[src/hdl/fdhs_pkg.sv]
// fdhs_pkg: shared constants and coefficient rom for the decimating fir
`timescale 1ns / 1ps
`default_nettype none
package fdhs_pkg;

  localparam int DECIM_FACTOR   = 4;
  localparam int TAP_COUNT      = 8 * DECIM_FACTOR + 1;
  localparam int SAMPLE_WIDTH   = 16;
  localparam int COEF_FRAC_BITS = 15;
  localparam int COEF_W         = 16;
  localparam int PROD_W         = SAMPLE_WIDTH + COEF_W;
  localparam int ACC_W          = 40;
  localparam int PHASE_W        = (DECIM_FACTOR > 1) ? $clog2(DECIM_FACTOR) : 1;

  typedef logic signed [SAMPLE_WIDTH-1:0] sample_t;
  typedef logic signed [COEF_W-1:0]       coef_t;
  typedef logic signed [ACC_W-1:0]        acc_t;
  typedef logic [PHASE_W-1:0]             phase_t;

  // hamming-windowed sinc, cutoff pi/4, dc gain 1, q1.15
  localparam coef_t COEF_ROM [TAP_COUNT] = '{
    16'sd0,     -16'sd44,   -16'sd86,   -16'sd90,   16'sd0,     16'sd191,
    16'sd381,   16'sd370,   16'sd0,     -16'sd665,  -16'sd1248, -16'sd1176,
    16'sd0,     16'sd2273,  16'sd5044,  16'sd7327,  16'sd8211,  16'sd7327,
    16'sd5044,  16'sd2273,  16'sd0,     -16'sd1176, -16'sd1248, -16'sd665,
    16'sd0,     16'sd370,   16'sd381,   16'sd191,   16'sd0,     -16'sd90,
    -16'sd86,   -16'sd44,   16'sd0
  };

endpackage
`default_nettype wire

[src/hdl/fdhs_outstage.sv]
// fdhs_outstage: round, saturate and hold the decimated output sample
`timescale 1ns / 1ps
`default_nettype none
module fdhs_outstage (
  input  wire logic             clk_i,
  input  wire logic             rst_ni,
  input  wire logic             valid_i,
  input  wire fdhs_pkg::acc_t   acc_i,
  output logic                  ready_o,
  output logic                  out_valid_o,
  input  wire logic             out_stall_i,
  output fdhs_pkg::sample_t     sample_o
);

  localparam int F = fdhs_pkg::COEF_FRAC_BITS;
  localparam int W = fdhs_pkg::SAMPLE_WIDTH;
  localparam fdhs_pkg::acc_t Half   = fdhs_pkg::acc_t'(1) <<< (F - 1);
  localparam fdhs_pkg::acc_t MaxVal = (fdhs_pkg::acc_t'(1) <<< (W - 1)) - fdhs_pkg::acc_t'(1);
  localparam fdhs_pkg::acc_t MinVal = -(fdhs_pkg::acc_t'(1) <<< (W - 1));

  fdhs_pkg::acc_t    biased;
  fdhs_pkg::acc_t    shifted;
  fdhs_pkg::sample_t sat;
  logic              out_valid_q;
  logic              out_valid_d;
  fdhs_pkg::sample_t sample_q;

  // round half up, floor shift, clamp to sample range
  always_comb begin
    biased  = acc_i + Half;
    shifted = biased >>> F;
    if (shifted > MaxVal) begin
      sat = fdhs_pkg::sample_t'(MaxVal);
    end else if (shifted < MinVal) begin
      sat = fdhs_pkg::sample_t'(MinVal);
    end else begin
      sat = shifted[W-1:0];
    end
  end

  // output register takes a request when empty or being drained
  assign ready_o = !out_valid_q || !out_stall_i;

  always_comb begin
    out_valid_d = out_valid_q;
    if (ready_o) begin
      out_valid_d = valid_i;
    end
  end

  always_ff @(posedge clk_i or negedge rst_ni) begin
    if (!rst_ni) begin
      out_valid_q <= 1'b0;
    end else begin
      out_valid_q <= out_valid_d;
    end
  end

  always_ff @(posedge clk_i) begin
    if (ready_o && valid_i) begin
      sample_q <= sat;
    end
  end

  assign out_valid_o = out_valid_q;
  assign sample_o    = sample_q;

endmodule
`default_nettype wire

[config.mk]
export PLATFORM = sky130hd
export DESIGN_NAME = fdhs_outstage
export DESIGN_NICKNAME = d
export VERILOG_FILES = /design/src/hdl/fdhs_pkg.sv /design/src/hdl/fdhs_outstage.sv
export SDC_FILE = /design/constraint.sdc
export NUM_CORES = 1
export LEC_CHECK = 0
export ABC_AREA = 1
export BUFFER_PORTS_ARGS = -buffer_cell sky130_fd_sc_hd__buf_2
export CORE_ASPECT_RATIO = 0.7
export CORE_UTILIZATION = 48
export CTS_CLUSTER_DIAMETER = 60
export DETAILED_ROUTE_END_ITERATION = 8
export MAX_ROUTING_LAYER = met4
export PLACE_DENSITY = 0.83
export SYNTH_ARGS = -nofsm -noshare
export SYNTH_HDL_FRONTEND = slang
export SYNTH_SLANG_ARGS = --single-unit
[constraint.sdc]
create_clock -name clk_i -period 2.3 [get_ports clk_i]
set_input_delay 0.46 -clock clk_i [delete_from_list [all_inputs] [get_ports clk_i]]
set_output_delay 0.46 -clock clk_i [all_outputs]
set_load 0.1 [all_outputs]
==> summary.md, run 1 <==
| Metric | Value |
|---|---|
| Status | `finished, final reports clean` |
| Final Util | `0.652` |
| Die Width | `67.5 um` |
| EDFF count, synth | `16` |
| Hold Crit Class | `input port to flip-flop` |
| Row Count | `16` |
| Worst-path fanout max | `15` |
| Final RePlAce weighted congestion | `a little under 1` |
| Crit path cell chain | `buf_2 -> ha_1 -> nand2_1 -> nor2_4 -> nand2_2 -> nor2_2 -> nand2_1 -> nand2_1 -> nand2_1 -> nor2_1 -> nand3_1 -> o21bai_4 -> buf_12 -> nand2_1` |
| RSZ-0062 raised after global routing | `false` |
| Initial drt markers | `slightly above 100` |
| Area growth syn-to-layout | `27.5%` |
| Clk root buf | `clkbuf_8` |
| GRT Total Usage | `0.218` |
| Worst EP required | `~2.3 ns` |
| Wire per inst | `about 11 um` |
| Die Y | `between 40 and 50 um` |
| Post-synthesis compound-gate area fraction | `0.0269` |
| Post-synthesis simple-gate area fraction | `0.448` |
| Setup tns final | `0 ns` |
| Critical Path End Type | `flip-flop` |
| Post-synthesis sequential area ratio | `0.350` |
| Post-route clock period utilization | `0.893` |
| Final Critical Period | `2.05 ns` |
| Layout cells sized above 1 | `0.264` |
| Lkg Pwr | `~0.0009 uW` |
| Initial Util | `0.511` |
| Antenna fix cells | `0` |
| Clk_skew | `~0.0065 ns` |
| XOR/XNOR Fraction of Synth Area | `0.0911` |
| Power Dens Cells | `slightly below 500 mW/mm2` |
| Core Area | `about 0.0028 mm2` |
| Commonest non-fill, non-tap cell in the layout | `nand2_1` |
| Cells after DPL | `between 300 and 400` |
| Hold path depth | `3` |
| Drt pass-1 iters | `4` |
| Max Fclk | `around 490 MHz` |
| Final slew viol count | `0` |
| Largest net degree at the start of global routing | `17` |
| #FFs+latches synth | `17` |
| Post-synth ARST share | `0.0588` |
| Largest family of logic cells by synthesized area | `simple AND/OR/NAND/NOR gates` |
| Routed WL | `approximately 3300 um` |
| Detailed Place HPWL | `between 2000 and 3000 um` |
| Worst hold slack | `between 0.4 and 0.5 ns` |
| Total congestion overflow | `0` |
| H-tree depth | `1` |
| Syn Nets | `approximately 260` |
| I/O Buffers | `47` |
| Max Cap Viol | `0` |
| Ys flop type | `edfxtp_1` |
| Multi-input gate area | `approximately 830 um2` |
| Hold_buf cts | `1` |
| Initial antenna violation count | `0` |
| Worst VDD drop | `~0.00024 V` |
| CP peak stage delay | `approximately 0.17 ns` |
| Kind of start point of the critical path | `input port` |
| Cell count after synthesis | `between 200 and 250` |
| Synth Area in Adders | `0.00867` |
| Remaining DRCs | `0` |
| CP Data Arrival Time | `around 2.1 ns` |
| Synth warn | `0` |
| FILL cells | `250` |
| Commonest non-fill, non-tap cells in the layout | `94 x nand2_1, 47 x buf_2, 31 x nor2_1` |
| CTS tree | `yes` |
| Yosys cell types | `20` |
| Total power | `a little under 900 uW` |
| Die ar. | `between 0.003 and 0.004 mm2` |
| Post-detailed-route via-to-cell ratio | `between 4 and 5` |
| Post-CTS setup buffer count | `0` |
| Routed vias | `about 1500` |
| PostCTS Resize Cnt | `0` |
| I/O pin cnt | `between 60 and 70` |
| Synth Cell Area | `roughly 0.0014 mm2` |
| Worst slew margin | `0.677` |
| Fin nets | `319` |
| Non-filler instance count after layout | `309` |
| Vias in the first global route | `1100` |
| Slew @ Worst Pin | `roughly 0.49 ns` |
| Clock sink count | `17` |
| CTS max path bufs | `2` |
| Final Setup Violations | `0` |
| Setup CP Type | `input port to flip-flop` |
| R2R depth | `2` |
| Storage cell area | `~510 um2` |
| Synth Area per Inst | `6.74 um2` |
| Clock transition at the registers of the reported paths | `approximately 0.06 ns` |
| Fin. Hold Viols | `0` |
| CP max-delay cell | `nor2_2` |
| Mux contribution to synthesized area | `0` |
| Global-route wire length before repair | `between 4000 and 5000 um` |
| Skew-Pair Late Insertion Delay | `about 0.25 ns` |
| Cts bufs inserted | `3` |
| Dominant cell type by count on the critical path | `nand2_1` |
| ANT nets after route | `0` |
[through the flow]
| step | cell area [um2] | setup slack (ns) |
|---|---|---|
| final | 1840 | 0.247 |
| after global routing | 1840 | 0.0671 |
| after CTS | 1840 | 0.246 |
| after detailed placement | 1780 | -0.0172 |
| after global placement | 1780 | 0.0334 |
| after floorplan | 1440 | 0.112 |
[registers in the layout, indices dropped and copies added, names as in the netlist]
| signal | count |
|---|---|
| sample_o | 16 |
| out_valid_o | 1 |
[where the power goes]
group	switching (uW)	total (uW)	leakage (uW)	internal (uW)
sequential	4.59	366	0.000159	361
clock	104	226	0.0000217	122
combinational	229	303	0.000722	73.8
total	338	894	0.000903	557
[final timing paths]
path,from,endpoint,slack [ns]
hold / removal,valid_i,out_valid_o$_DFFE_PN0N_,0.42
setup / recovery,acc_i[14],sample_o[6]$_SDFFCE_PN1P_,0.25
min in group asynchronous,rst_ni,out_valid_o$_DFFE_PN0N_,0.52
setup reg to reg,out_valid_o$_DFFE_PN0N_,sample_o[6]$_SDFFCE_PN1P_,1.20
hold reg to reg,out_valid_o$_DFFE_PN0N_,out_valid_o$_DFFE_PN0N_,0.56
max in group asynchronous,rst_ni,out_valid_o$_DFFE_PN0N_,1.69
[worst max-delay path: cells and delay by family]
kind                     cells  cell delay (ns)
AND/OR/NAND/NOR             10             1.02
buffers and inverters        2             0.24
AO/OA/AOI/OAI                1             0.17
adder cells (fa/ha/maj)      1             0.15
[routing by layer]
layer | GRT usage | share of wire
met5 | - | 0
met4 | 0.0851 | 0.0066
met3 | 0.0357 | 0.094
met2 | 0.305 | 0.41
met1 | 0.309 | 0.49
[cells by family (layout without fill, tap and decap cells)]
logic type | after synthesis | after routing
AO/OA/AOI/OAI | 5 | 5
XOR/XNOR | 15 | 15
adder cells (fa/ha/maj) | 1 | 1
buffers and inverters | 25 | 84
flip-flops | 17 | 17
AND/OR/NAND/NOR | 151 | 151
[layout make-up]
cell class,instances,share of cell area
Tap cell,36,0.0245
Clock inverter,1,0.00408
Sequential cell,17,0.275
Multi-Input combinational cell,172,0.450
Timing Repair Buffer,57,0.177
Clock buffer,3,0.0224
Inverter,23,0.0469
[cell usage after synthesis (2+ instances only)]
cell / count / share of area
o21ai_1: 2 / 0.0069
nor2_1: 31 / 0.081
nor3_1: 2 / 0.0069
nand3b_1: 3 / 0.016
buf_6: 2 / 0.016
edfxtp_1: 16 / 0.33
nand2_2: 5 / 0.022
inv_1: 23 / 0.060
nand3_1: 9 / 0.031
nand2_1: 94 / 0.24
xnor2_1: 7 / 0.042
a21oi_1: 2 / 0.0069
xor2_1: 8 / 0.049
nor2_4: 4 / 0.031
(Power assumes the default switching activity.)
==> run 2, diff against run 1 <==
RECOVER_POWER = 25   (was unset)
==> run 2 against run 1 <==
Hold slack better by 0.0013 ns. Via count up 0.82%. Global-route usage unchanged. Sequential share of layout area up 0.075 points. Total power down 0.11%. First-iteration DRC count down 5.9%. Sequential power about the same. Count of clock-buffer cells in the layout unchanged. Critical path depth unchanged. Critical path type unchanged. Sequential cell count unchanged. Worst setup slack better by 0.0054 ns. Highest routed layer unchanged.
==> summary.md, run 2 (synthesis results as in run 1) <==
| Metric | Value |
|---|---|
| Setup CP Type | `input port to flip-flop` |
| Core Area | `0.00282 mm2` |
| Worst-path fanout max | `15` |
| Commonest non-fill, non-tap cells in the layout | `94 x nand2_1, 46 x buf_2, 31 x nor2_1` |
| Clock transition at the registers of the reported paths | `about 0.06 ns` |
| Setup tns final | `0 ns` |
| Hold_buf cts | `1` |
| Crit path to | `sample_o[6]$_SDFFCE_PN1P_` |
| Combinational share of power | `0.338` |
| H-tree depth | `1` |
| Pre-CTS WS | `-0.0172 ns` |
| R2R depth | `2` |
| Switching power | `338 uW` |
| CTS tree | `yes` |
| Post-detailed-route via-to-cell ratio | `4.76` |
| Clk root buf | `clkbuf_8` |
| Global-route wire length before repair | `roughly 4900 um` |
| Skew-Pair Late Insertion Delay | `0.25 ns` |
| I/O Buffers | `47` |
| Largest net degree at the start of global routing | `17` |
| Critical Path End Type | `flip-flop` |
| Die Y | `about 48 um` |
| ANT nets after route | `0` |
| Remaining DRCs | `0` |
| Commonest non-fill, non-tap cell in the layout | `nand2_1` |
| Initial antenna violation count | `0` |
| GRT Total Usage | `0.218` |
| Lkg Pwr | `about 0.00090 uW` |
| Cts bufs inserted | `3` |
| Final slew viol count | `0` |
| FILL cells | `about 250` |
| Worst R2R Start | `out_valid_o$_DFFE_PN0N_` |
| Max Cap Viol | `0` |
| Routed WL | `3320 um` |
| Layout cells sized above 1 | `0.256` |
| Area growth syn-to-layout | `27.1%` |
| Die ar. | `0.00323 mm2` |
| Hold Crit Class | `input port to flip-flop` |
| Storage cell area | `just over 500 um2` |
| Setup WS post-layout | `0.252 ns` |
| Post-CTS setup buffer count | `0` |
| Power Dens Cells | `between 400 and 500 mW/mm2` |
| Flop-to-flop setup slack | `around 0.76 ns` |
| Final Setup Violations | `0` |
| Routed vias | `~1500` |
| Multi-input gate area | `a little over 800 um2` |
| Largest register FFs | `16` |
| Pint | `approximately 560 uW` |
| RSZ-0062 raised after global routing | `false` |
| Die Width | `67.5 um` |
| Vias in the first global route | `1100` |
| PostCTS Resize Cnt | `0` |
| Clock share of power | `0.253` |
| Post-route clock period utilization | `0.890` |
| Detailed Place HPWL | `~2800 um` |
| Switch share | `0.378` |
| Fin nets | `about 320` |
| Reg-to-Reg End | `sample_o[6]$_SDFFCE_PN1P_` |
| Final Critical Period | `between 2 and 2.5 ns` |
| CTS max path bufs | `2` |
| Max Fclk | `just under 500 MHz` |
| Antenna fix cells | `0` |
| Worst slew margin | `0.459` |
| CP Data Arrival Time | `2.05 ns` |
| Initial Util | `0.511` |
| Status | `finished, final reports clean` |
| Final RePlAce weighted congestion | `0.967` |
| Initial drt markers | `96` |
| Clock sink count | `17` |
| Row Count | `16` |
| Crit path from | `acc_i[14]` |
| Wire per inst | `10.8 um` |
| Clk_skew | `around 0.0066 ns` |
| Hold wc startpoint | `valid_i` |
| Flop pwr share | `0.409` |
| Drt pass-1 iters | `4` |
| Slew @ Worst Pin | `between 0.8 and 0.9 ns` |
| Kind of start point of the critical path | `input port` |
| Total congestion overflow | `0` |
| Worst EP required | `2.30 ns` |
| I/O pin cnt | `between 60 and 70` |
| Worst VDD drop | `between 0.0002 and 0.00025 V` |
| Fin. Hold Viols | `0` |
## run 2: per-stage QoR
| step | hold WS, ns | total power, uW | cells | cell area [um2] | util |
|---|---|---|---|---|---|
| 6_report | 0.425 | 893 | 309 | 1830 | 0.650 |
| 3_3_place_gp | 0.236 | 668 | 304 | 1780 | 0.631 |
| 4_1_cts | 0.435 | 895 | 309 | 1840 | 0.652 |
| 2_1_floorplan | 0.164 | 592 | 214 | 1440 | - |
| 5_1_grt | 0.444 | 931 | 309 | 1830 | 0.650 |
| 3_5_place_dp | 0.242 | 673 | 304 | 1780 | 0.631 |
## run 2: layout make-up
type	instances	area share
clock buffer	3	0.0225
clock inverter	1	0.00409
inverter	23	0.0471
multi-input combinational	172	0.452
sequential	17	0.276
tap	36	0.0246
timing repair buffer	57	0.175
## run 2: power groups by stage
stage               sequential, uW  combinational (uW)  clock [uW]
floorplan                      497                95.1           0
finish                         366                 302         226
global placement               371                 297           0
CTS                            366                 303         226
global route                   367                 325         239
detailed placement             373                 300           0
## run 2: how the worst min path moves through the flow
stage,end,cells past startpoint
CTS,out_valid_o$_DFFE_PN0N_,3
finish,out_valid_o$_DFFE_PN0N_,3
global placement,out_valid_o$_DFFE_PN0N_,1
floorplan,out_valid_o$_DFFE_PN0N_,0
global route,out_valid_o$_DFFE_PN0N_,3
detailed placement,out_valid_o$_DFFE_PN0N_,1
## run 2: critical path: stages
cell and delay [ns]:
buf_2 0.09, ha_1 0.15, nand2_1 0.09, nor2_4 0.13, nand2_2 0.11, nor2_2 0.17
nand2_1 0.06, nand2_1 0.06, nand2_1 0.06, nor2_1 0.12, nand3_1 0.15, o21bai_4 0.17
buf_12 0.15, nand2_1 0.06
## run 2: per-layer routing
layer	part of all wire	routed length, um	global-route usage	vias up
met5	0	0	-	-
met4	0.0063	21	0.0851	0
met3	0.081	270	0.0357	2
met2	0.41	1380	0.305	55
met1	0.50	1650	0.309	631
li1	-	-	-	783
