[src/hdl/fdhs_pkg.sv]
// fdhs_pkg: shared constants and coefficient rom for the decimating fir
`timescale 1ns / 1ps
`default_nettype none
package fdhs_pkg;

  localparam int DECIM_FACTOR   = 4;
  localparam int TAP_COUNT      = 8 * DECIM_FACTOR + 1;
  localparam int SAMPLE_WIDTH   = 16;
  localparam int COEF_FRAC_BITS = 15;
  localparam int COEF_W         = 16;
  localparam int PROD_W         = SAMPLE_WIDTH + COEF_W;
  localparam int ACC_W          = 40;
  localparam int PHASE_W        = (DECIM_FACTOR > 1) ? $clog2(DECIM_FACTOR) : 1;

  typedef logic signed [SAMPLE_WIDTH-1:0] sample_t;
  typedef logic signed [COEF_W-1:0]       coef_t;
  typedef logic signed [ACC_W-1:0]        acc_t;
  typedef logic [PHASE_W-1:0]             phase_t;

  // hamming-windowed sinc, cutoff pi/4, dc gain 1, q1.15
  localparam coef_t COEF_ROM [TAP_COUNT] = '{
    16'sd0,     -16'sd44,   -16'sd86,   -16'sd90,   16'sd0,     16'sd191,
    16'sd381,   16'sd370,   16'sd0,     -16'sd665,  -16'sd1248, -16'sd1176,
    16'sd0,     16'sd2273,  16'sd5044,  16'sd7327,  16'sd8211,  16'sd7327,
    16'sd5044,  16'sd2273,  16'sd0,     -16'sd1176, -16'sd1248, -16'sd665,
    16'sd0,     16'sd370,   16'sd381,   16'sd191,   16'sd0,     -16'sd90,
    -16'sd86,   -16'sd44,   16'sd0
  };

endpackage
`default_nettype wire

[src/hdl/fdhs_cell.sv]
// fdhs_cell: one transposed-form tap, multiply the sample and add the neighbor sum
`timescale 1ns / 1ps
`default_nettype none
module fdhs_cell #(
  parameter int TAP_IDX = 0
) (
  input  wire logic             clk_i,
  input  wire logic             rst_ni,
  input  wire logic             en_i,
  input  wire logic             clear_i,
  input  wire fdhs_pkg::sample_t x_i,
  input  wire fdhs_pkg::acc_t   sum_i,
  output fdhs_pkg::acc_t        sum_o
);

  localparam fdhs_pkg::coef_t Coef = fdhs_pkg::COEF_ROM[TAP_IDX];

  logic signed [fdhs_pkg::PROD_W-1:0] prod;
  fdhs_pkg::acc_t                     neigh;
  fdhs_pkg::acc_t                     sum_d;
  fdhs_pkg::acc_t                     sum_q;

  // tap product plus neighbor partial sum, neighbor dropped on start of signal
  always_comb begin
    prod  = x_i * Coef;
    neigh = clear_i ? '0 : sum_i;
    sum_d = {{(fdhs_pkg::ACC_W - fdhs_pkg::PROD_W){prod[fdhs_pkg::PROD_W-1]}}, prod} + neigh;
  end

  // partial sum register
  always_ff @(posedge clk_i or negedge rst_ni) begin
    if (!rst_ni) begin
      sum_q <= '0;
    end else if (en_i) begin
      sum_q <= sum_d;
    end
  end

  assign sum_o = sum_q;

endmodule
`default_nettype wire

[config.mk]
export PLATFORM = sky130hd
export DESIGN_NAME = fdhs_cell
export DESIGN_NICKNAME = d
export VERILOG_FILES = /design/src/hdl/fdhs_pkg.sv /design/src/hdl/fdhs_cell.sv
export SDC_FILE = /design/constraint.sdc
export NUM_CORES = 1
export LEC_CHECK = 0
export BUFFER_PORTS_ARGS = -buffer_cell sky130_fd_sc_hd__buf_4
export CAP_MARGIN = 20
export CORE_MARGIN = 4
export CORE_UTILIZATION = 43
export CTS_CLUSTER_SIZE = 14
export DETAILED_ROUTE_END_ITERATION = 8
export PLACE_DENSITY = 0.86
export REMOVE_ABC_BUFFERS = 1
export SLEW_MARGIN = 20
export SYNTH_ARGS = -nofsm -noshare
export SYNTH_HDL_FRONTEND = slang
export SYNTH_SLANG_ARGS = --single-unit
[constraint.sdc]
create_clock -name clk_i -period 0.8 [get_ports clk_i]
set_input_delay 0.08 -clock clk_i [delete_from_list [all_inputs] [get_ports clk_i]]
set_output_delay 0.08 -clock clk_i [all_outputs]
set_load 0.05 [all_outputs]
==> run summary, run 1 <==
synthesized flop and latch total: 40
Req. time, crit path: 0.72 ns
number of antenna violations at the first check in global routing: 0
Hold Violations, Final: 0
met2 track utilization from global routing: 0.282
sequential cell area fraction in the yosys report: 0.578
Sequential Power Share: 0.455
busiest metal layer after global routing: met2
worst-path cell with the longest stage delay: dfrtp_1
Iter 0 DRT Violations: 64
leakage component of the power: 0.00136 µW
Core ar.: 0.00377 mm²
Yosys warning total: 0
cell class contributing the biggest share of worst-path delay: flip-flops
flip-flop count of the largest register, all copies and words added: 40
layout cell share with drive strength beyond 1: 0.411
average wire per standard cell: 14.1 µm
total global routing overflow: 0
# setup viols final: 43
power density over the cells: 1830 mW/mm²
buffer type at the clock tree root: clkbuf_8
switching share of total power: 0.325
die footprint: 0.00511 mm²
part of the cycle the worst path needs: 1.16
Clock power frac: 0.230
num rows: 22
horizontal die dimension: 71.5 µm
number of routed nets with antenna violations: 0
type of the worst min-delay path: input pin to register
total half-perimeter wirelength after legalization and detailed placement: 2860 µm
ports placed on the boundary: 100
clock tree from TritonCTS: yes
Max-slew headroom: 0.798
synth-to-layout area growth: 59.6%
violations in the final reports: negative setup slack
standard cell area after detailed placement: 0.00239 mm²
CTS Sinks: 40
relative contribution of combinational cells to total power: 0.316
Post-Syn Area: 0.00173 mm²
source-to-sink clock delay at the later pin of the worst-skew pair: 0.28 ns
maximum achievable frequency: 1080 MHz
final instance area: 0.00277 mm²
final critical-path required period: 0.929 ns
crit path buf inv count: 1
Worst-path clk slew: 0.07 ns
maximum fanout count along the critical path: 2
maximum number of pins on one net before global-route repair: 43
Final GP Congestion: 0.732
Global Route met1 Usage: 0.210
post-route setup slack: -0.129 ns
Distinct cells, synth: 7
via-per-instance ratio: 4.76
outcome: complete, but fails checks
Syn Area/Cell: 10.0 µm²
setup repair after global routing missed its margin: true
startpoint class of the critical path: register
synthesized netlist cell count: 173
final WL: 4480 µm
clock buffer count from CTS: 5
number of maximum-capacitance violations: 0
crit path kind: register to output port
sequence of cells on the critical path: buf_6
global-route wire length before repair: 6860 µm
Chip Height: 71.5 µm
number of buffers on the longest clock path: 2
M3 GR Usage: 0.0575
ANT cells: 0
endpoint class of the critical path: output port
htree depth: 2
via count of the first global-routing pass: 1500
Util after Layout: 0.734
VDD IR-drop max: 0.00114 V
number of iterations in the first detailed-routing pass: 4
Place WS: 0.0551 ns
number of slew-limit violations in the final report: 0
arrival time worst endpoint: 0.85 ns
Power Internal: 3410 µW
drc violations: 0
Slowest Stage Delay on Critical Path: 0.41 ns
combined global-route utilization of all metal layers: 0.168
IO Port Bufs: 83
total via count in the routed design: 1514
Least-Margin Pin Slew: 0.303 ns
initial core utilization: 0.460
Clock Skew: 0 ns
layout net count: 332
net switching power figure: 1640 µW
repair_timing:
item	4_1_cts	5_1_grt
gates resized for setup	40	3
endpoints found under the hold margin	40	0
hold buffers	1	0
endpoints found under the setup margin	40	40
buffers inserted	6	12
cloned	0	0
final timing paths:
check,start,cells after the start,slack (ns),to
max reg2reg,sum_o[27]$_DFFE_PN0P_,4,-0.10,sum_o[27]$_DFFE_PN0P_
min reg2reg,sum_o[17]$_DFFE_PN0P_,2,0.52,sum_o[17]$_DFFE_PN0P_
max,sum_o[15]$_DFFE_PN0P_,1,-0.13,sum_o[15]
max in group asynchronous,rst_ni,3,0.27,sum_o[17]$_DFFE_PN0P_
min,sum_i[19],3,0.04,sum_o[19]$_DFFE_PN0P_
min in group asynchronous,rst_ni,3,0.34,sum_o[19]$_DFFE_PN0P_
placed cells by master (no fill, tap or decap):
cell type,instances
buf_4,60
inv_2,1
o21ai_2,1
dlygate4sd3_1,1
buf_6,41
nand3b_1,40
clkbuf_8,5
o21ai_1,39
buf_12,3
inv_1,39
dfrtp_1,40
final cells by class:
type	count	area (µm²)
sequential	40	1000
tap	48	60.1
clock buffer	5	68.8
fill	275	1000
timing repair buffer	105	982
multi-input combinational	80	504
inverter	40	150
cells in the mapped netlist, drive strengths merged:
master,number,area (µm²)
buf,13,81.3
nand3b,40,300
o21ai,40,200
dfrtp,40,1000
inv,40,150
through the flow:
step | hold WS (ns) | power [µW] | setup TNS (ns) | instances
final | 0.0392 | 5060 | -4.57 | 318
after floorplan | -0.216 | 3060 | -2.50 | 160
after global placement | 0.0488 | 3660 | 0 | 294
after global routing | 0.0317 | 5290 | -5.96 | 318
after CTS | 0.0287 | 5030 | -4.88 | 306
after detailed placement | 0.0511 | 3690 | 0 | 294
layer usage:
metal	vias to the layer above	part of all wire
met5	-	0
met4	0	0.0078
met3	5	0.070
met2	54	0.51
met1	713	0.41
li1	742	-
power by group through the flow:
stage	sequential, µW	combinational (µW)	clock (µW)
floorplan	2870	190	0
global placement	2300	1360	0
detailed placement	2310	1390	0
CTS	2300	1530	1210
global route	2320	1700	1280
finish	2300	1600	1160
logic make-up after synthesis:
kind of cell | after synthesis | share of synthesized area
AO/OA/AOI/OAI | 40 | 0.116
buffers and inverters | 53 | 0.134
flip-flops | 40 | 0.578
AND/OR/NAND/NOR | 40 | 0.173
Note: power is estimated with default switching activity, not from simulation.
==> run 2, diff against run 1 <==
- MAX_ROUTING_LAYER: not set -> met4
==> run summary, run 2 (same netlist as run 1, synthesis figures left out) <==
final worst hold slack: 0.0379 ns (was 0.0392 ns)
violations in the final reports: negative setup slack (unchanged)
combined global-route utilization of all metal layers: 0.174 (was 0.168)
Core ar.: 0.00377 mm² (unchanged)
synth-to-layout area growth: 59.6% (unchanged)
ANT cells: 0 (unchanged)
num rows: 22 (unchanged)
busiest metal layer after global routing: met2 (unchanged)
cell depth of the worst hold path: 3 (unchanged)
Hold Violations, Final: 0 (unchanged)
outcome: complete, but fails checks (unchanged)
final critical-path required period: 0.929 ns (about the same)
Sequential Power Share: 0.454 (was 0.455)
IO Port Bufs: 83 (unchanged)
number of routed nets with antenna violations: 0 (unchanged)
clock buffer count from CTS: 5 (unchanged)
Iter 0 DRT Violations: 81 (was 64)
global-route wire length before repair: 6860 µm (unchanged)
ports placed on the boundary: 100 (unchanged)
setup repair after global routing missed its margin: true (unchanged)
average wire per standard cell: 14.1 µm (about the same)
met2 track utilization from global routing: 0.283 (was 0.282)
die footprint: 0.00511 mm² (unchanged)
drc violations: 0 (unchanged)
# setup viols final: 43 (unchanged)
number of antenna violations at the first check in global routing: 0 (unchanged)
Design Power: 5060 µW (about the same)
source-to-sink clock delay at the later pin of the worst-skew pair: 0.28 ns (about the same)
type of the worst min-delay path: input pin to register (unchanged)
power density over the cells: 1830 mW/mm² (about the same)
final WL: 4470 µm (was 4480 µm)
Max-slew headroom: 0.793 (was 0.798)
maximum fanout count along the critical path: 2 (unchanged)
area occupied by registers: 0.00100 mm² (unchanged)
number of buffers on the longest clock path: 2 (unchanged)
Global Route met1 Usage: 0.217 (was 0.210)
VDD IR-drop max: 0.00114 V (about the same)
Power Internal: 3410 µW (about the same)
layout cell share with drive strength beyond 1: 0.411 (unchanged)
number of maximum-capacitance violations: 0 (unchanged)
htree depth: 2 (unchanged)
endpoint class of the critical path: output port (unchanged)
buffer type at the clock tree root: clkbuf_8 (unchanged)
initial core utilization: 0.460 (unchanged)
commonest cells after routing, fill and taps aside: 60 x buf_4, 41 x buf_6, 40 x nand3b_1, 40 x dfrtp_1 (unchanged)
net switching power figure: 1650 µW (was 1640 µW)
via count of the first global-routing pass: 1502 (was 1500)
footprint of the multi-input gates: 504 µm² (unchanged)
CTS Sinks: 40 (unchanged)
via-per-instance ratio: 4.75 (was 4.76)
Final GP Congestion: 0.741 (was 0.732)
leakage component of the power: 0.00136 µW (unchanged)
cell class contributing the biggest share of worst-path delay: flip-flops (unchanged)
layout net count: 332 (unchanged)
number of iterations in the first detailed-routing pass: 4 (unchanged)
Clock power frac: 0.230 (about the same)
fill cell instance count of the final layout: 275 (unchanged)
crit path kind: register to output port (unchanged)
startpoint class of the critical path: register (unchanged)
horizontal die dimension: 71.5 µm (unchanged)
total half-perimeter wirelength after legalization and detailed placement: 2860 µm (unchanged)
Worst-path clk slew: 0.07 ns (about the same)
M3 GR Usage: 0.0477 (was 0.0575)
Least-Margin Pin Slew: 0.310 ns (was 0.303 ns)
worst-path cell with the longest stage delay: dfrtp_1 (unchanged)
arrival time worst endpoint: 0.85 ns (about the same)
Reg2Reg Setup Slack: -0.09 ns (was -0.10 ns)
clock tree from TritonCTS: yes (unchanged)
Slowest Stage Delay on Critical Path: 0.41 ns (about the same)
maximum achievable frequency: 1080 MHz (about the same)
maximum number of pins on one net before global-route repair: 43 (unchanged)
Clock Skew: 0 ns (unchanged)
switching share of total power: 0.326 (was 0.325)
FF-to-FF path depth: 4 (unchanged)
crit path buf inv count: 1 (unchanged)
number of slew-limit violations in the final report: 0 (unchanged)
sequence of cells on the critical path: buf_6 (unchanged)
post-route setup slack: -0.129 ns (about the same)
Req. time, crit path: 0.72 ns (about the same)
commonest non-fill, non-tap cell in the layout: buf_4 (unchanged)
Chip Height: 71.5 µm (unchanged)
part of the cycle the worst path needs: 1.16 (about the same)
flip-flop count of the largest register, all copies and words added: 40 (unchanged)
total stage count of the critical path: 1 (unchanged)
relative contribution of combinational cells to total power: 0.315 (was 0.316)
total global routing overflow: 0 (unchanged)
total via count in the routed design: 1512 (was 1514)
==> run 2: cell counts in the layout (fill, tap and decap cells not counted) <==
No cell type changed its count.
==> run 2: layer usage <==
layer | wire length [µm] | up-vias
met1 | 1890 | 710
li1 | - | 743
met2 | 2270 | 54
met4 | 34 | 0
met5 | 0 | -
met3 | 278 | 5
==> run 2: worst register-to-register path, stage by stage (launching register included) <==
cell and delay [ns]:
dfrtp_1 0.39, buf_4 0.14, buf_4 0.12, inv_1 0.04, o21ai_1 0.07
==> run 2: power by group through the flow <==
stage	clock network, µW	registers (µW)	logic (µW)
CTS	1210	2300	1530
global route	1280	2320	1700
global placement	0	2300	1360
detailed placement	0	2310	1390
floorplan	0	2870	190
finish	1170	2300	1600
==> run 2: worst paths after layout <==
check | to | startpoint
max in group asynchronous | sum_o[38]$_DFFE_PN0P_ | rst_ni
worst min register to register | sum_o[17]$_DFFE_PN0P_ | sum_o[17]$_DFFE_PN0P_
worst max-delay path | sum_o[15] | sum_o[15]$_DFFE_PN0P_
worst min-delay path | sum_o[25]$_DFFE_PN0P_ | sum_i[25]
min in group asynchronous | sum_o[19]$_DFFE_PN0P_ | rst_ni
worst max register to register | sum_o[27]$_DFFE_PN0P_ | sum_o[27]$_DFFE_PN0P_
==> run 2: final cells by class <==
cell class / count / share of cell area
clock buffer: 5 / 0.0249
tap: 48 / 0.0217
multi-input combinational: 80 / 0.182
sequential: 40 / 0.362
inverter: 40 / 0.0543
timing repair buffer: 105 / 0.355
==> run 2: through the flow <==
step | util | TNS [ns] | instances | worst slack, ns | area (µm²)
final | 0.734 | -4.61 | 318 | -0.129 | 2770
after detailed placement | 0.635 | 0 | 294 | 0.0551 | 2390
after global placement | 0.635 | 0 | 294 | 0.0945 | 2390
after global routing | 0.734 | -5.96 | 318 | -0.160 | 2770
after CTS | 0.708 | -4.88 | 306 | -0.143 | 2670
after floorplan | - | -2.50 | 160 | -0.0742 | 1650
==> run 2: timing repair <==
item                                    CTS  global route
resized for setup                        40             3
buffers inserted                          6            12
endpoints found under the setup margin   40            40
pin swaps                                 0             0
hold buffers                              1             0
hold endpoints to repair                 40             0
==> run 3, diff against run 2 <==
- PLACE_DENSITY: 0.86 -> 0.79
==> run summary, run 3 (same netlist as run 1, synthesis figures left out) <==
number of routed nets with antenna violations: 0 (unchanged)
type of the worst min-delay path: input pin to register (unchanged)
Design Power: 5210 µW (was 5060 µW)
Util after Layout: 0.732 (was 0.734)
commonest cells after routing, fill and taps aside: 56 x buf_4, 41 x buf_6, 40 x nand3b_1, 40 x dfrtp_1, 39 x o21ai_1 (was 60 x buf_4, 41 x buf_6, 40 x nand3b_1, 40 x dfrtp_1)
final critical-path required period: 0.928 ns (was 0.929 ns)
via-per-instance ratio: 4.79 (was 4.75)
number of iterations in the first detailed-routing pass: 4 (unchanged)
final instance area: 0.00276 mm² (was 0.00277 mm²)
maximum number of pins on one net before global-route repair: 41 (was 43)
Hold Violations, Final: 0 (unchanged)
die footprint: 0.00511 mm² (unchanged)
net switching power figure: 1690 µW (was 1650 µW)
Worst-path clk slew: 0.08 ns (was 0.07 ns)
Chip Height: 71.5 µm (unchanged)
layout cell share with drive strength beyond 1: 0.413 (was 0.411)
combined global-route utilization of all metal layers: 0.170 (was 0.174)
Sequential Power Share: 0.441 (was 0.454)
Clock Skew: 0 ns (unchanged)
average wire per standard cell: 12.9 µm (was 14.1 µm)
number of slew-limit violations in the final report: 0 (unchanged)
number of buffers on the longest clock path: 2 (unchanged)
CTS Sinks: 40 (unchanged)
ports placed on the boundary: 100 (unchanged)
sequence of cells on the critical path: buf_6 (unchanged)
worst-path cell with the longest stage delay: dfrtp_1 (unchanged)
initial core utilization: 0.460 (unchanged)
IO Port Bufs: 83 (unchanged)
Clock power frac: 0.259 (was 0.230)
number of antenna violations at the first check in global routing: 0 (unchanged)
arrival time worst endpoint: 0.85 ns (about the same)
flip-flop count of the largest register, all copies and words added: 40 (unchanged)
synth-to-layout area growth: 59.3% (was 59.6%)
number of maximum-capacitance violations: 0 (unchanged)
Least-Margin Pin Slew: 0.300 ns (was 0.310 ns)
clock tree from TritonCTS: yes (unchanged)
maximum fanout count along the critical path: 2 (unchanged)
leakage component of the power: 0.00135 µW (was 0.00136 µW)
standard cell area after detailed placement: 0.00239 mm² (unchanged)
num rows: 22 (unchanged)
setup repair after global routing missed its margin: true (unchanged)
via count of the first global-routing pass: 1520 (was 1502)
buffer type at the clock tree root: clkbuf_8 (unchanged)
Slowest Stage Delay on Critical Path: 0.41 ns (about the same)
ANT cells: 0 (unchanged)
commonest non-fill, non-tap cell in the layout: buf_4 (unchanged)
horizontal die dimension: 71.5 µm (unchanged)
global-route wire length before repair: 6730 µm (was 6860 µm)
Req. time, crit path: 0.72 ns (about the same)
Core ar.: 0.00377 mm² (unchanged)
startpoint class of the critical path: register (unchanged)
source-to-sink clock delay at the later pin of the worst-skew pair: 0.27 ns (was 0.28 ns)
power density over the cells: 1890 mW/mm² (was 1830 mW/mm²)
layout net count: 328 (was 332)
# setup viols final: 41 (was 43)
VDD IR-drop max: 0.00135 V (was 0.00114 V)
Iter 0 DRT Violations: 76 (was 81)
Final GP Congestion: 0.713 (was 0.741)
crit path buf inv count: 1 (unchanged)
total via count in the routed design: 1517 (was 1512)
Post-Layout Cell Count: 317 (was 318)
post-route setup slack: -0.128 ns (was -0.129 ns)
drc violations: 0 (unchanged)
crit path kind: register to output port (unchanged)
switching share of total power: 0.324 (was 0.326)
violations in the final reports: negative setup slack (unchanged)
htree depth: 2 (unchanged)
maximum achievable frequency: 1080 MHz (about the same)
outcome: complete, but fails checks (unchanged)
part of the cycle the worst path needs: 1.16 (about the same)
total global routing overflow: 0 (unchanged)
total half-perimeter wirelength after legalization and detailed placement: 2630 µm (was 2860 µm)
clock buffer count from CTS: 5 (unchanged)
endpoint class of the critical path: output port (unchanged)
cell class contributing the biggest share of worst-path delay: flip-flops (unchanged)
Power Internal: 3520 µW (was 3410 µW)
relative contribution of combinational cells to total power: 0.300 (was 0.315)
final worst hold slack: 0.0373 ns (was 0.0379 ns)
final WL: 4080 µm (was 4470 µm)
Max-slew headroom: 0.800 (was 0.793)
number of cells after detailed placement: 294 (unchanged)
## run 3: cell count changes in the layout (fill, tap and decap cells not counted)
cell	previous run	this run
clkbuf_8	5	6
inv_2	1	2
clkinv_2	0	2
inv_1	39	38
buf_4	60	56
## run 3: worst paths after layout
kind | start | end | slack, ns | depth (start not counted)
min in group asynchronous | rst_ni | sum_o[25]$_DFFE_PN0P_ | 0.29 | 3
min reg2reg | sum_o[6]$_DFFE_PN0P_ | sum_o[6]$_DFFE_PN0P_ | 0.53 | 2
max in group asynchronous | rst_ni | sum_o[37]$_DFFE_PN0P_ | 0.32 | 3
max | sum_o[37]$_DFFE_PN0P_ | sum_o[37] | -0.13 | 1
min | sum_i[2] | sum_o[2]$_DFFE_PN0P_ | 0.04 | 3
max reg2reg | sum_o[32]$_DFFE_PN0P_ | sum_o[32]$_DFFE_PN0P_ | -0.01 | 4
## run 3: repair_timing
item / CTS / global route
endpoints found under the setup margin: 40 / 41
hold buffers: 1 / 0
resized for setup: 40 / 4
hold endpoints to repair: 40 / 0
buffers inserted: 2 / 12
## run 3: final cells by class
class | count | area, µm²
flip-flops and latches | 40 | 1000
clock buffers | 6 | 82.6
fillers | 293 | 1010
repair buffers | 101 | 952
inverters | 40 | 150
multi-input cells | 80 | 504
well taps | 48 | 60.1
clock inverters | 2 | 10.0
## run 3: per-layer routing
| layer | vias up | track usage | wire [µm] |
|---|---|---|---|
| met4 | 0 | 0.0626 | 51 |
| li1 | 739 | - | - |
| met3 | 6 | 0.0505 | 323 |
| met2 | 55 | 0.262 | 1930 |
| met1 | 717 | 0.210 | 1780 |
| met5 | - | - | 0 |
## run 3: metrics by stage
step / worst slack, ns / setup TNS (ns)
final: -0.128 / -4.49
after global routing: -0.166 / -6.09
after CTS: -0.136 / -4.94
after detailed placement: 0.0841 / 0
after global placement: 0.0803 / 0
after floorplan: -0.0742 / -2.50
## run 3: power by group through the flow
stage                     combinational (µW)  clock, µW  sequential, µW
after floorplan                          190          0            2870
after global placement                  1360          0            2300
after detailed placement                1380          0            2300
after CTS                               1500       1400            2290
after global routing                    1660       1500            2320
final                                   1560       1350            2300
